<file path="src/akd_pkg.sv">
// Types and constants for the ADC ladder key debouncer
package akd_pkg;

  localparam int SAMPLE_W  = 12;
  localparam int MAX_GROUP = 64;
  localparam int CNT_W     = 7;
  localparam int SUM_W     = 18;
  localparam int DEB_W     = 8;
  localparam int KEY_W     = 2;
  localparam int IDX_W     = 3;
  localparam int STEP_W    = 5;

  typedef enum logic [IDX_W-1:0] {
    REG_LOW_BAND_TOP     = 3'd0,
    REG_MID_BAND_BOTTOM  = 3'd1,
    REG_MID_BAND_TOP     = 3'd2,
    REG_HIGH_BAND_BOTTOM = 3'd3,
    REG_HIGH_BAND_TOP    = 3'd4,
    REG_SAMPLES_PER_POLL = 3'd5,
    REG_DEBOUNCE_NEEDED  = 3'd6
  } reg_idx_t;

  typedef enum logic [KEY_W-1:0] {
    KEY_NONE = 2'd0,
    KEY_1    = 2'd1,
    KEY_2    = 2'd2,
    KEY_3    = 2'd3
  } key_t;

  typedef enum logic [1:0] {
    ST_IDLE,
    ST_DIV,
    ST_FIN
  } state_t;

endpackage

</file>
<file path="src/adc_ladder_key_debouncer.sv">
// Top level: sample averaging, ladder classification and key debounce
// One converter word is taken per cycle while a group fills. The word that
// closes a group starts a restoring divide of the 18-bit sum by the good
// sample count, one quotient bit per cycle through a single shared
// subtract-and-compare unit, so a closing word occupies the block for an
// accept step, a divide step per quotient bit and a classify and debounce
// step; a group with no good samples skips the divide. The result sits in an
// output register, so a stalled master side holds only the finishing step;
// new words are still taken while the result waits there.
module adc_ladder_key_debouncer (
  input  logic        clk,
  input  logic        rst,
  input  logic        s_axis_tvalid,
  output logic        s_axis_tready,
  input  logic [15:0] s_axis_tdata,  // [11:0] sample_value
  input  logic        s_axis_tuser,  // [0] sample_ok
  output logic        m_axis_tvalid,
  input  logic        m_axis_tready,
  output logic [15:0] m_axis_tdata,  // [1:0] stable_key, [13:2] average_value
  output logic        m_axis_tuser,  // [0] average_valid
  input  logic        cfg_we,
  input  logic [2:0]  cfg_index,
  input  logic [11:0] cfg_data
);

  localparam logic [akd_pkg::STEP_W-1:0] DIV_LAST = akd_pkg::STEP_W'(akd_pkg::SUM_W - 1);
  localparam logic [akd_pkg::CNT_W-1:0]  GRP_MAX  = akd_pkg::CNT_W'(akd_pkg::MAX_GROUP);

  // configuration
  logic [akd_pkg::SAMPLE_W-1:0] low_band_top, mid_band_bottom, mid_band_top;
  logic [akd_pkg::SAMPLE_W-1:0] high_band_bottom, high_band_top;
  logic [akd_pkg::CNT_W-1:0]    samples_per_poll;
  logic [akd_pkg::DEB_W-1:0]    debounce_needed;

  // state
  akd_pkg::state_t              state, state_next;
  logic [akd_pkg::SUM_W-1:0]    sample_sum;
  logic [akd_pkg::CNT_W-1:0]    samples_seen, good_samples;
  logic [akd_pkg::CNT_W-1:0]    rem;
  logic [akd_pkg::STEP_W-1:0]   div_cnt;
  akd_pkg::key_t                debounced_key, pending_key;
  logic [akd_pkg::DEB_W-1:0]    pending_count;

  // control
  logic in_fire, grp_end, fin_fire, div_done;
  logic [akd_pkg::CNT_W-1:0]    grp_len, seen_inc, good_inc;

  // divide step
  logic [akd_pkg::CNT_W-1:0]    rem_shift, rem_sub;
  logic                         rem_ge;

  // finish
  logic [akd_pkg::SAMPLE_W-1:0] avg;
  akd_pkg::key_t                cls_key, deb_next, pend_next;
  logic [akd_pkg::DEB_W-1:0]    cnt_next, cnt_inc, needed;

  always_ff @(posedge clk) begin
    if (rst) begin
      low_band_top     <= 12'd500;
      mid_band_bottom  <= 12'd1200;
      mid_band_top     <= 12'd1800;
      high_band_bottom <= 12'd2400;
      high_band_top    <= 12'd3200;
      samples_per_poll <= 7'd8;
      debounce_needed  <= 8'd3;
    end else if (cfg_we) begin
      case (akd_pkg::reg_idx_t'(cfg_index))
        akd_pkg::REG_LOW_BAND_TOP:     low_band_top     <= cfg_data;
        akd_pkg::REG_MID_BAND_BOTTOM:  mid_band_bottom  <= cfg_data;
        akd_pkg::REG_MID_BAND_TOP:     mid_band_top     <= cfg_data;
        akd_pkg::REG_HIGH_BAND_BOTTOM: high_band_bottom <= cfg_data;
        akd_pkg::REG_HIGH_BAND_TOP:    high_band_top    <= cfg_data;
        akd_pkg::REG_SAMPLES_PER_POLL: samples_per_poll <= cfg_data[akd_pkg::CNT_W-1:0];
        akd_pkg::REG_DEBOUNCE_NEEDED:  debounce_needed  <= cfg_data[akd_pkg::DEB_W-1:0];
        default: ;
      endcase
    end
  end

  // group bookkeeping
  always_comb begin
    if (samples_per_poll == '0) begin
      grp_len = akd_pkg::CNT_W'(1);
    end else if (samples_per_poll > GRP_MAX) begin
      grp_len = GRP_MAX;
    end else begin
      grp_len = samples_per_poll;
    end
    seen_inc = samples_seen + akd_pkg::CNT_W'(1);
    good_inc = good_samples + akd_pkg::CNT_W'(s_axis_tuser);
    grp_end  = seen_inc >= grp_len;
  end

  // shared subtract-and-compare unit
  always_comb begin
    rem_shift = {rem[akd_pkg::CNT_W-2:0], sample_sum[akd_pkg::SUM_W-1]};
    rem_ge    = rem_shift >= good_samples;
    rem_sub   = rem_shift - good_samples;
  end

  // classification and debounce
  always_comb begin
    avg = sample_sum[akd_pkg::SAMPLE_W-1:0];
    if (avg < low_band_top) begin
      cls_key = akd_pkg::KEY_3;
    end else if (avg >= mid_band_bottom && avg < mid_band_top) begin
      cls_key = akd_pkg::KEY_2;
    end else if (avg >= high_band_bottom && avg < high_band_top) begin
      cls_key = akd_pkg::KEY_1;
    end else begin
      cls_key = akd_pkg::KEY_NONE;
    end
    cnt_inc = (pending_count == '1) ? pending_count : pending_count + akd_pkg::DEB_W'(1);
    needed  = (debounce_needed == '0) ? akd_pkg::DEB_W'(1) : debounce_needed;
    deb_next  = debounced_key;
    pend_next = pending_key;
    cnt_next  = pending_count;
    if (good_samples != '0) begin
      if (cls_key == debounced_key) begin
        pend_next = akd_pkg::KEY_NONE;
        cnt_next  = '0;
      end else if (cls_key != pending_key) begin
        pend_next = cls_key;
        cnt_next  = akd_pkg::DEB_W'(1);
      end else if (cnt_inc >= needed) begin
        deb_next  = cls_key;
        pend_next = akd_pkg::KEY_NONE;
        cnt_next  = '0;
      end else begin
        cnt_next  = cnt_inc;
      end
    end
  end

  // next state
  always_comb begin
    state_next = state;
    case (state)
      akd_pkg::ST_IDLE: begin
        if (in_fire && grp_end) begin
          state_next = (good_inc != '0) ? akd_pkg::ST_DIV : akd_pkg::ST_FIN;
        end
      end
      akd_pkg::ST_DIV: begin
        if (div_done) begin
          state_next = akd_pkg::ST_FIN;
        end
      end
      akd_pkg::ST_FIN: begin
        if (fin_fire) begin
          state_next = akd_pkg::ST_IDLE;
        end
      end
      default: state_next = akd_pkg::ST_IDLE;
    endcase
  end

  // state outputs
  always_comb begin
    s_axis_tready = 1'b0;
    div_done      = 1'b0;
    fin_fire      = 1'b0;
    case (state)
      akd_pkg::ST_IDLE: s_axis_tready = 1'b1;
      akd_pkg::ST_DIV:  div_done      = div_cnt == DIV_LAST;
      akd_pkg::ST_FIN:  fin_fire      = !m_axis_tvalid || m_axis_tready;
      default: ;
    endcase
    in_fire = s_axis_tvalid && s_axis_tready;
  end

  always_ff @(posedge clk) begin
    if (rst) begin
      state         <= akd_pkg::ST_IDLE;
      sample_sum    <= '0;
      samples_seen  <= '0;
      good_samples  <= '0;
      rem           <= '0;
      div_cnt       <= '0;
      debounced_key <= akd_pkg::KEY_NONE;
      pending_key   <= akd_pkg::KEY_NONE;
      pending_count <= '0;
      m_axis_tvalid <= 1'b0;
    end else begin
      state <= state_next;
      if (in_fire) begin
        if (s_axis_tuser) begin
          sample_sum <= sample_sum + akd_pkg::SUM_W'(s_axis_tdata[akd_pkg::SAMPLE_W-1:0]);
        end
        good_samples <= good_inc;
        samples_seen <= seen_inc;
        rem          <= '0;
        div_cnt      <= '0;
      end
      if (state == akd_pkg::ST_DIV) begin
        rem        <= rem_ge ? rem_sub : rem_shift;
        sample_sum <= {sample_sum[akd_pkg::SUM_W-2:0], rem_ge};
        div_cnt    <= div_cnt + akd_pkg::STEP_W'(1);
      end
      if (fin_fire) begin
        debounced_key <= deb_next;
        pending_key   <= pend_next;
        pending_count <= cnt_next;
        sample_sum    <= '0;
        samples_seen  <= '0;
        good_samples  <= '0;
        m_axis_tvalid <= 1'b1;
      end else if (m_axis_tvalid && m_axis_tready) begin
        m_axis_tvalid <= 1'b0;
      end
    end
  end

  // result word; payload needs no reset
  always_ff @(posedge clk) begin
    if (fin_fire) begin
      m_axis_tdata <= {2'b00, (good_samples != '0) ? avg : '0, deb_next};
      m_axis_tuser <= good_samples != '0;
    end
  end

endmodule

</file>
<file path="config.mk">
export PLATFORM = sky130hd
export DESIGN_NAME = adc_ladder_key_debouncer
export DESIGN_NICKNAME = d
export VERILOG_FILES = /design/src/akd_pkg.sv /design/src/adc_ladder_key_debouncer.sv
export SDC_FILE = /design/constraint.sdc
export NUM_CORES = 1
export LEC_CHECK = 0
export ABC_AREA = 1
export BUFFER_PORTS_ARGS = -buffer_cell sky130_fd_sc_hd__buf_2
export CAP_MARGIN = 30
export CORE_UTILIZATION = 40
export CTS_BUF_LIST = sky130_fd_sc_hd__clkbuf_16
export DETAILED_ROUTE_END_ITERATION = 16
export SETUP_SLACK_MARGIN = 0.15
export SLEW_MARGIN = 20
export SYNTH_ARGS = -nofsm -noshare
export SYNTH_HDL_FRONTEND = slang
export SYNTH_SLANG_ARGS = --single-unit
</file>
<file path="constraint.sdc">
create_clock -name clk -period 3.8 [get_ports clk]
set_clock_uncertainty 0.1 [all_clocks]
set_input_delay 0.76 -clock clk [delete_from_list [all_inputs] [get_ports clk]]
set_output_delay 0.76 -clock clk [all_outputs]
set_load 0.005 [all_outputs]
</file>
## Yosys cells after proc, flatten, opt, wreduce, memory -nomap -nowiden

Cells that the tools add are included.

| word-level totals | value |
|---|---|
| output and inout bits | 19 |
| input bits | 37 |
| register bits | 148 |

| operators by class | value |
|---|---|
| reduce and logical (&&, ||, !) cells | 29 |
| $lt $le $gt $ge | 9 |
| muxes and demuxes | 35 |
| equality and inequality tests | 15 |
| $add $sub $neg | 6 |

Operators by type and width:

| kind | count |
|---|---|
| $mux W18 | 3 |
| $mux W8 | 5 |
| $lt A12 B12 Y1 | 3 |
| $mux W2 | 13 |
| $ge A12 B12 Y1 | 2 |
| $add A18 B12 Y18 | 1 |
| $mux W6 | 3 |
| $reduce_and A2 Y1 | 9 |
| $ge A7 B7 Y1 | 2 |
| $mux W7 | 2 |
| $reduce_bool A7 Y1 | 2 |
| $mux W5 | 2 |
| $eq A3 B3 Y1 const B | 3 |
| $add A8 B1 Y8 const B | 1 |
| $eq A8 B8 Y1 const B | 1 |
| $ge A8 B8 Y1 | 1 |
| $logic_not A8 Y1 | 1 |
| $add A7 B1 Y7 | 1 |
| $add A7 B1 Y7 const B | 1 |
| $gt A7 B7 Y1 const B | 1 |
| $logic_not A7 Y1 | 1 |
| $eq A3 B2 Y1 const B | 2 |
| $mux W1 | 6 |
| $ne A2 B2 Y1 const B | 3 |
| 18 further kinds | 25 |

## Longest topological paths before layout

| logic depth | value |
|---|---|
| depth in word-level cells | 9 |
| depth in mapped cells | 20 |
| depth with buffers taken out | 20 |

## Worst setup path before layout

OpenSTA, ideal clock, no wires.

| timing | value |
|---|---|
| kind | register to register |
| from | reg pending_count[0] (netlist bit) |
| to | reg m_axis_tdata[0] (data pin) |
| setup time | 256 ps |
| path slack | 1057 ps |
| stages on the path, launching flop included | 16 |
| arrival time | 2388 ps |
| buffers on the path | 0 |
| cell sequence | dfxtp_1 > ha_1 > nand2_1 > nor3_1 > nand3_2 > o21ai_0 > ha_1 > a21oi_1 > nor2_1 > a211oi_1 > nand3_1 > nand2_1 > nor2_2 > inv_1 > nand2_1 > and2_2 |

| on the way | value |
|---|---|
| word-level cells in the longest chain between the ends | 7 |
| elaborated cells on any way between the ends | 8 |
| those cells by class | add/sub (1); order compare (1); eq/ne (1); mux (5) |

RTL lines:

| item | RTL line | RTL |
|---|---|---|
| start: declaration | adc_ladder_key_debouncer.sv:42 | `logic [akd_pkg::DEB_W-1:0] pending_count;` |
| start signal: assignment | adc_ladder_key_debouncer.sv:203 | `pending_count <= cnt_next;` |
| $add A8 B1 Y8 / $eq A8 B8 Y1 (equally long branches) | adc_ladder_key_debouncer.sv:113 | `cnt_inc = (pending_count == '1) ? pending_count : pending_count + akd_pkg::DEB_W'(1);` |
| $mux W8 (*) | adc_ladder_key_debouncer.sv:113 |  |
| $ge A8 B8 Y1 (*) | adc_ladder_key_debouncer.sv:125 | `end else if (cnt_inc >= needed) begin` |
| $mux W2 (*) | adc_ladder_key_debouncer.sv:125 |  |
| $mux W2 (*) | adc_ladder_key_debouncer.sv:122 | `end else if (cls_key != pending_key) begin` |
| $mux W2 (*) | adc_ladder_key_debouncer.sv:119 | `if (cls_key == debounced_key) begin` |
| $mux W2 (*) | adc_ladder_key_debouncer.sv:118 | `if (good_samples != '0) begin` |
| named net deb_next[0] | adc_ladder_key_debouncer.sv:54 | `akd_pkg::key_t cls_key, deb_next, pend_next;` |
| end signal: assignment | adc_ladder_key_debouncer.sv:217 | `m_axis_tdata <= {2'b00, (good_samples != '0) ? avg : '0, deb_next};` |
| end: declaration | adc_ladder_key_debouncer.sv:19 | `output logic [15:0] m_axis_tdata,` |

Mark *: on every way through the listed nets, which the timed path passes. The rest lies on a longest branch.
A chain may end at the register's enable or synchronous reset.

## Worst setup path after layout

| timing | value |
|---|---|
| from | reg pending_count[0] (netlist bit) |
| to | reg pending_key[1] |

| on the way | value |
|---|---|
| word-level cells in the longest chain between the ends | 5 |
| elaborated cells on any way between the ends | 6 |
| those cells by class | add/sub (1); order compare (1); eq/ne (1); mux (1); reduce/logical (2) |

RTL lines:

| item | RTL line | RTL |
|---|---|---|
| $add A8 B1 Y8 / $eq A8 B8 Y1 (equally long branches) | adc_ladder_key_debouncer.sv:113 |  |
| $mux W8 (*) | adc_ladder_key_debouncer.sv:113 |  |
| $ge A8 B8 Y1 (*) | adc_ladder_key_debouncer.sv:125 |  |
| $reduce_bool A3 Y1 (no source line) (*) | -- |  |
| $reduce_and A3 Y1 (no source line) (*) | -- |  |
| end signal: assignment | adc_ladder_key_debouncer.sv:181 | `pending_key <= akd_pkg::KEY_NONE;` |
| end signal: assignment | adc_ladder_key_debouncer.sv:202 | `pending_key <= pend_next;` |
| end: declaration | adc_ladder_key_debouncer.sv:41 | `akd_pkg::key_t debounced_key, pending_key;` |

Every way passes the cells marked *; elsewhere a longest branch is shown, timed or not.

==> results.py <==
metrics = {
    "route": {
        "wl_um": 21600,
        "ant_nets": 0,
        "drc_errors": 0,
        "wl_per_cell_um": 14.2,
        "viasPerCell": 4.95,
        "drt_iter0_drc": 377,
        "dr.pass1.iters": 5,
        "vias": 7503,
    },
    "logic_synthesis": {
        "ys_types": 48,
        "avgSynthCellArea_sq_um": 7.39,
        "ys_warn_count": 0,
        "yosys-top-cells-count": "234 x nand2_1, 181 x inv_1, 133 x dfxtp_1",
        "async_reset_ff_share_pct": 0,
        "synthFlopType": "dfxtp_1",
        "synth_edf_count": 15,
        "synth_top_cell_by_area": "dfxtp_1",
        "ys_seq_area_share_pct": 35.6,
        "yosys_register_bits": 148,
        "synth_top_area_share_pct": 30.4,
        "yosys-top-cells-area": "dfxtp_1 30%, ha_1 14%, nand2_1 10%",
        "yosysMostFrequentCell": "nand2_1",
        "netlist_area_sq_um": 8750,
        "synthCells": 1183,
    },
    "grt": {
        "antenna_found_initial": 0,
        "grt_pass1_vias": 6835,
        "globalRouteTotalUtil_pct": 20.4,
        "grt_max_degree": 72,
        "grt_pass1_wl_um": 35100,
        "overflow": 0,
    },
    "critical_path": {
        "crit_path_max_incr_delay_ps": 390,
        "slowest_stage": "dfxtp_1",
        "critPathLaunchType": "flop",
        "crit_required_ps": 4060,
        "cp_cell_sequence": "ha_1 > nand2_1 > nor3_1 > nand3_2 > o21ai_0 > ha_1 > a21oi_1 > nor2_1 > a211oi_1 > nand3_1 > inv_2 > nand3_1 > o21bai_1 > nand2_1 > a21oi_2",
        "cp_max_fo": 9,
        "cpLargestDelayFamily": "simple AND/OR/NAND/NOR gates",
        "path_class": "flop to flop",
        "cp_num_buf_inv": 1,
        "endpoint_kind": "flop",
        "arrival_ps": 3440,
    },
    "floorplanning": {
        "design.core.area_sq_um": 21200,
        "die_w_um": 150,
        "die_height_um": 150,
        "rows": 53,
        "start_util_pct": 41.2,
        "io_pins": 56,
        "die-area_sq_um": 22500,
    },
    "cts": {
        "htree_levels": 4,
        "cts_tree": "done",
        "post_cts_resized": 0,
        "cts_sinks": 148,
        "clk_pin_slew_ps": 60,
        "cts_buffers": 17,
        "cts_root_buf": "clkbuf_16",
        "postCtsSetupRepairBufs": 0,
        "cts.path.max_buffers": 2,
        "ctsHoldBuffers": 0,
        "clkLatencyLatePin_ps": 430,
    },
    "timing": {
        "rsz0062_at_grt": "false",
        "min_period_over_period_pct": 83.8,
        "period_minus_slack_ps": 3180,
        "max_slew_margin_pct": 50.4,
        "setup_viol": 0,
        "final_max_slew_viol_count": 0,
        "final-hold-violation-count": 0,
        "tns_ps": 0,
        "tightest_slew_ps": 741,
        "fmax_mhz": 314,
    },
    "place": {
        "gp_congestion": 0.795,
        "io_buffers": 49,
        "dp_hpwl_um": 15400,
        "place_area_sq_um": 9250,
    },
    "finish": {
        "fillCellCount": 2152,
        "nNetsFinal": 1364,
        "drive_gt1_share_pct": 9.91,
        "fin_util_pct": 46.3,
        "diodes": 0,
        "area_growth_pct": 12.3,
        "fin_area_sq_um": 9820,
    },
    "outcome": {
        "status": "complete, no violations",
    },
    "run": {
        "drv_cap": 0,
    },
    "worst_hold_path": {
        "hold_class": "flop to flop",
    },
    "pwr": {
        "power.leakage_uw": 0.00446,
        "max-vdd-ir-drop_mv": 0.292,
        "power_density_nw_per_um2": 556,
    },
}
## sequential cells by signal (all words and copies together), names as in the netlist
signal            flops
high_band_bottom     12
rem                   6
mid_band_bottom      12
state                 2
debounced_key         2
low_band_top         12
m_axis_tvalid         1
pending_count         8
samples_per_poll      7
samples_seen          7
m_axis_tdata         14
m_axis_tuser          1
div_cnt               5
good_samples          7
pending_key           2
high_band_top        12
debounce_needed       8
mid_band_top         12
sample_sum           18
## cells in the final DEF, fill, tap and decap left out, types with 17 or more instances in the layout
cell / synthesis / routed
nand2_1: 234 / 234
xor2_1: 20 / 20
dfxtp_1: 133 / 133
clkbuf_16: 0 / 17
a21oi_1: 125 / 125
inv_1: 181 / 180
buf_2: 2 / 49
o211ai_1: 21 / 21
o21ai_0: 89 / 89
ha_1: 97 / 97
nand3_1: 39 / 39
nor2_1: 92 / 92
## report_power, final
group	internal, uW	switching (uW)	total, uW	leakage [uW]
logic	670	1160	1830	0.00297
clock network	917	739	1660	0.000274
registers	1760	215	1970	0.00122
total	3340	2110	5460	0.00446
## metal layers
layer,GRT usage (%),vias up,part of all wire [%]
met5,0,-,0
met4,5.66,0,1.0
met3,3.11,14,2.8
met2,33.9,96,46
met1,27.4,3409,50
li1,-,3984,-
## worst min-delay path: stages (launching register included)
cell and delay (ps):
dfxtp_1 300, inv_1 60, a21oi_1 50
## layout make-up
cell class	count	area (sq um)	area share, %
Sequential cell	148	3110	31.7
Inverter	188	708	7.21
Timing Repair Buffer	55	290	2.96
Multi-Input combinational cell	818	4800	48.8
Tap cell	275	344	3.50
Clock buffer	17	425	4.33
Clock inverter	15	143	1.45
## per-stage QoR
step	instances	power [uW]	hold WS (ps)	setup WS [ps]
floorplan	1184	3320	331	1060
global route	1516	5860	379	239
finish	1516	5460	360	617
global placement	1484	3810	349	628
detailed placement	1484	3830	354	557
CTS	1516	5490	364	531
## cells by family (layout without fill, tap and decap cells)
family,after synthesis,in the layout,share of synthesized area [%]
buf+inv,218,275,9.61
fa+ha+maj,99,99,14.3
compound gates,275,275,17.5
xor+xnor,29,29,2.90
other cells,1,2,0.0429
simple gates,413,413,20.0
flops,148,148,35.6
## path summary, 6_finish.rpt
path,slack (ps),from,depth (start not counted),to
max reg2reg,620,pending_count[0]$_SDFFE_PP0P_,15,pending_key[1]$_SDFFE_PP0P_
max,620,pending_count[0]$_SDFFE_PP0P_,15,pending_key[1]$_SDFFE_PP0P_
min,360,low_band_top[1]$_SDFFE_PP0P_,2,low_band_top[1]$_SDFFE_PP0P_
min reg2reg,360,low_band_top[1]$_SDFFE_PP0P_,2,low_band_top[1]$_SDFFE_PP0P_
(Power assumes the default switching activity.)
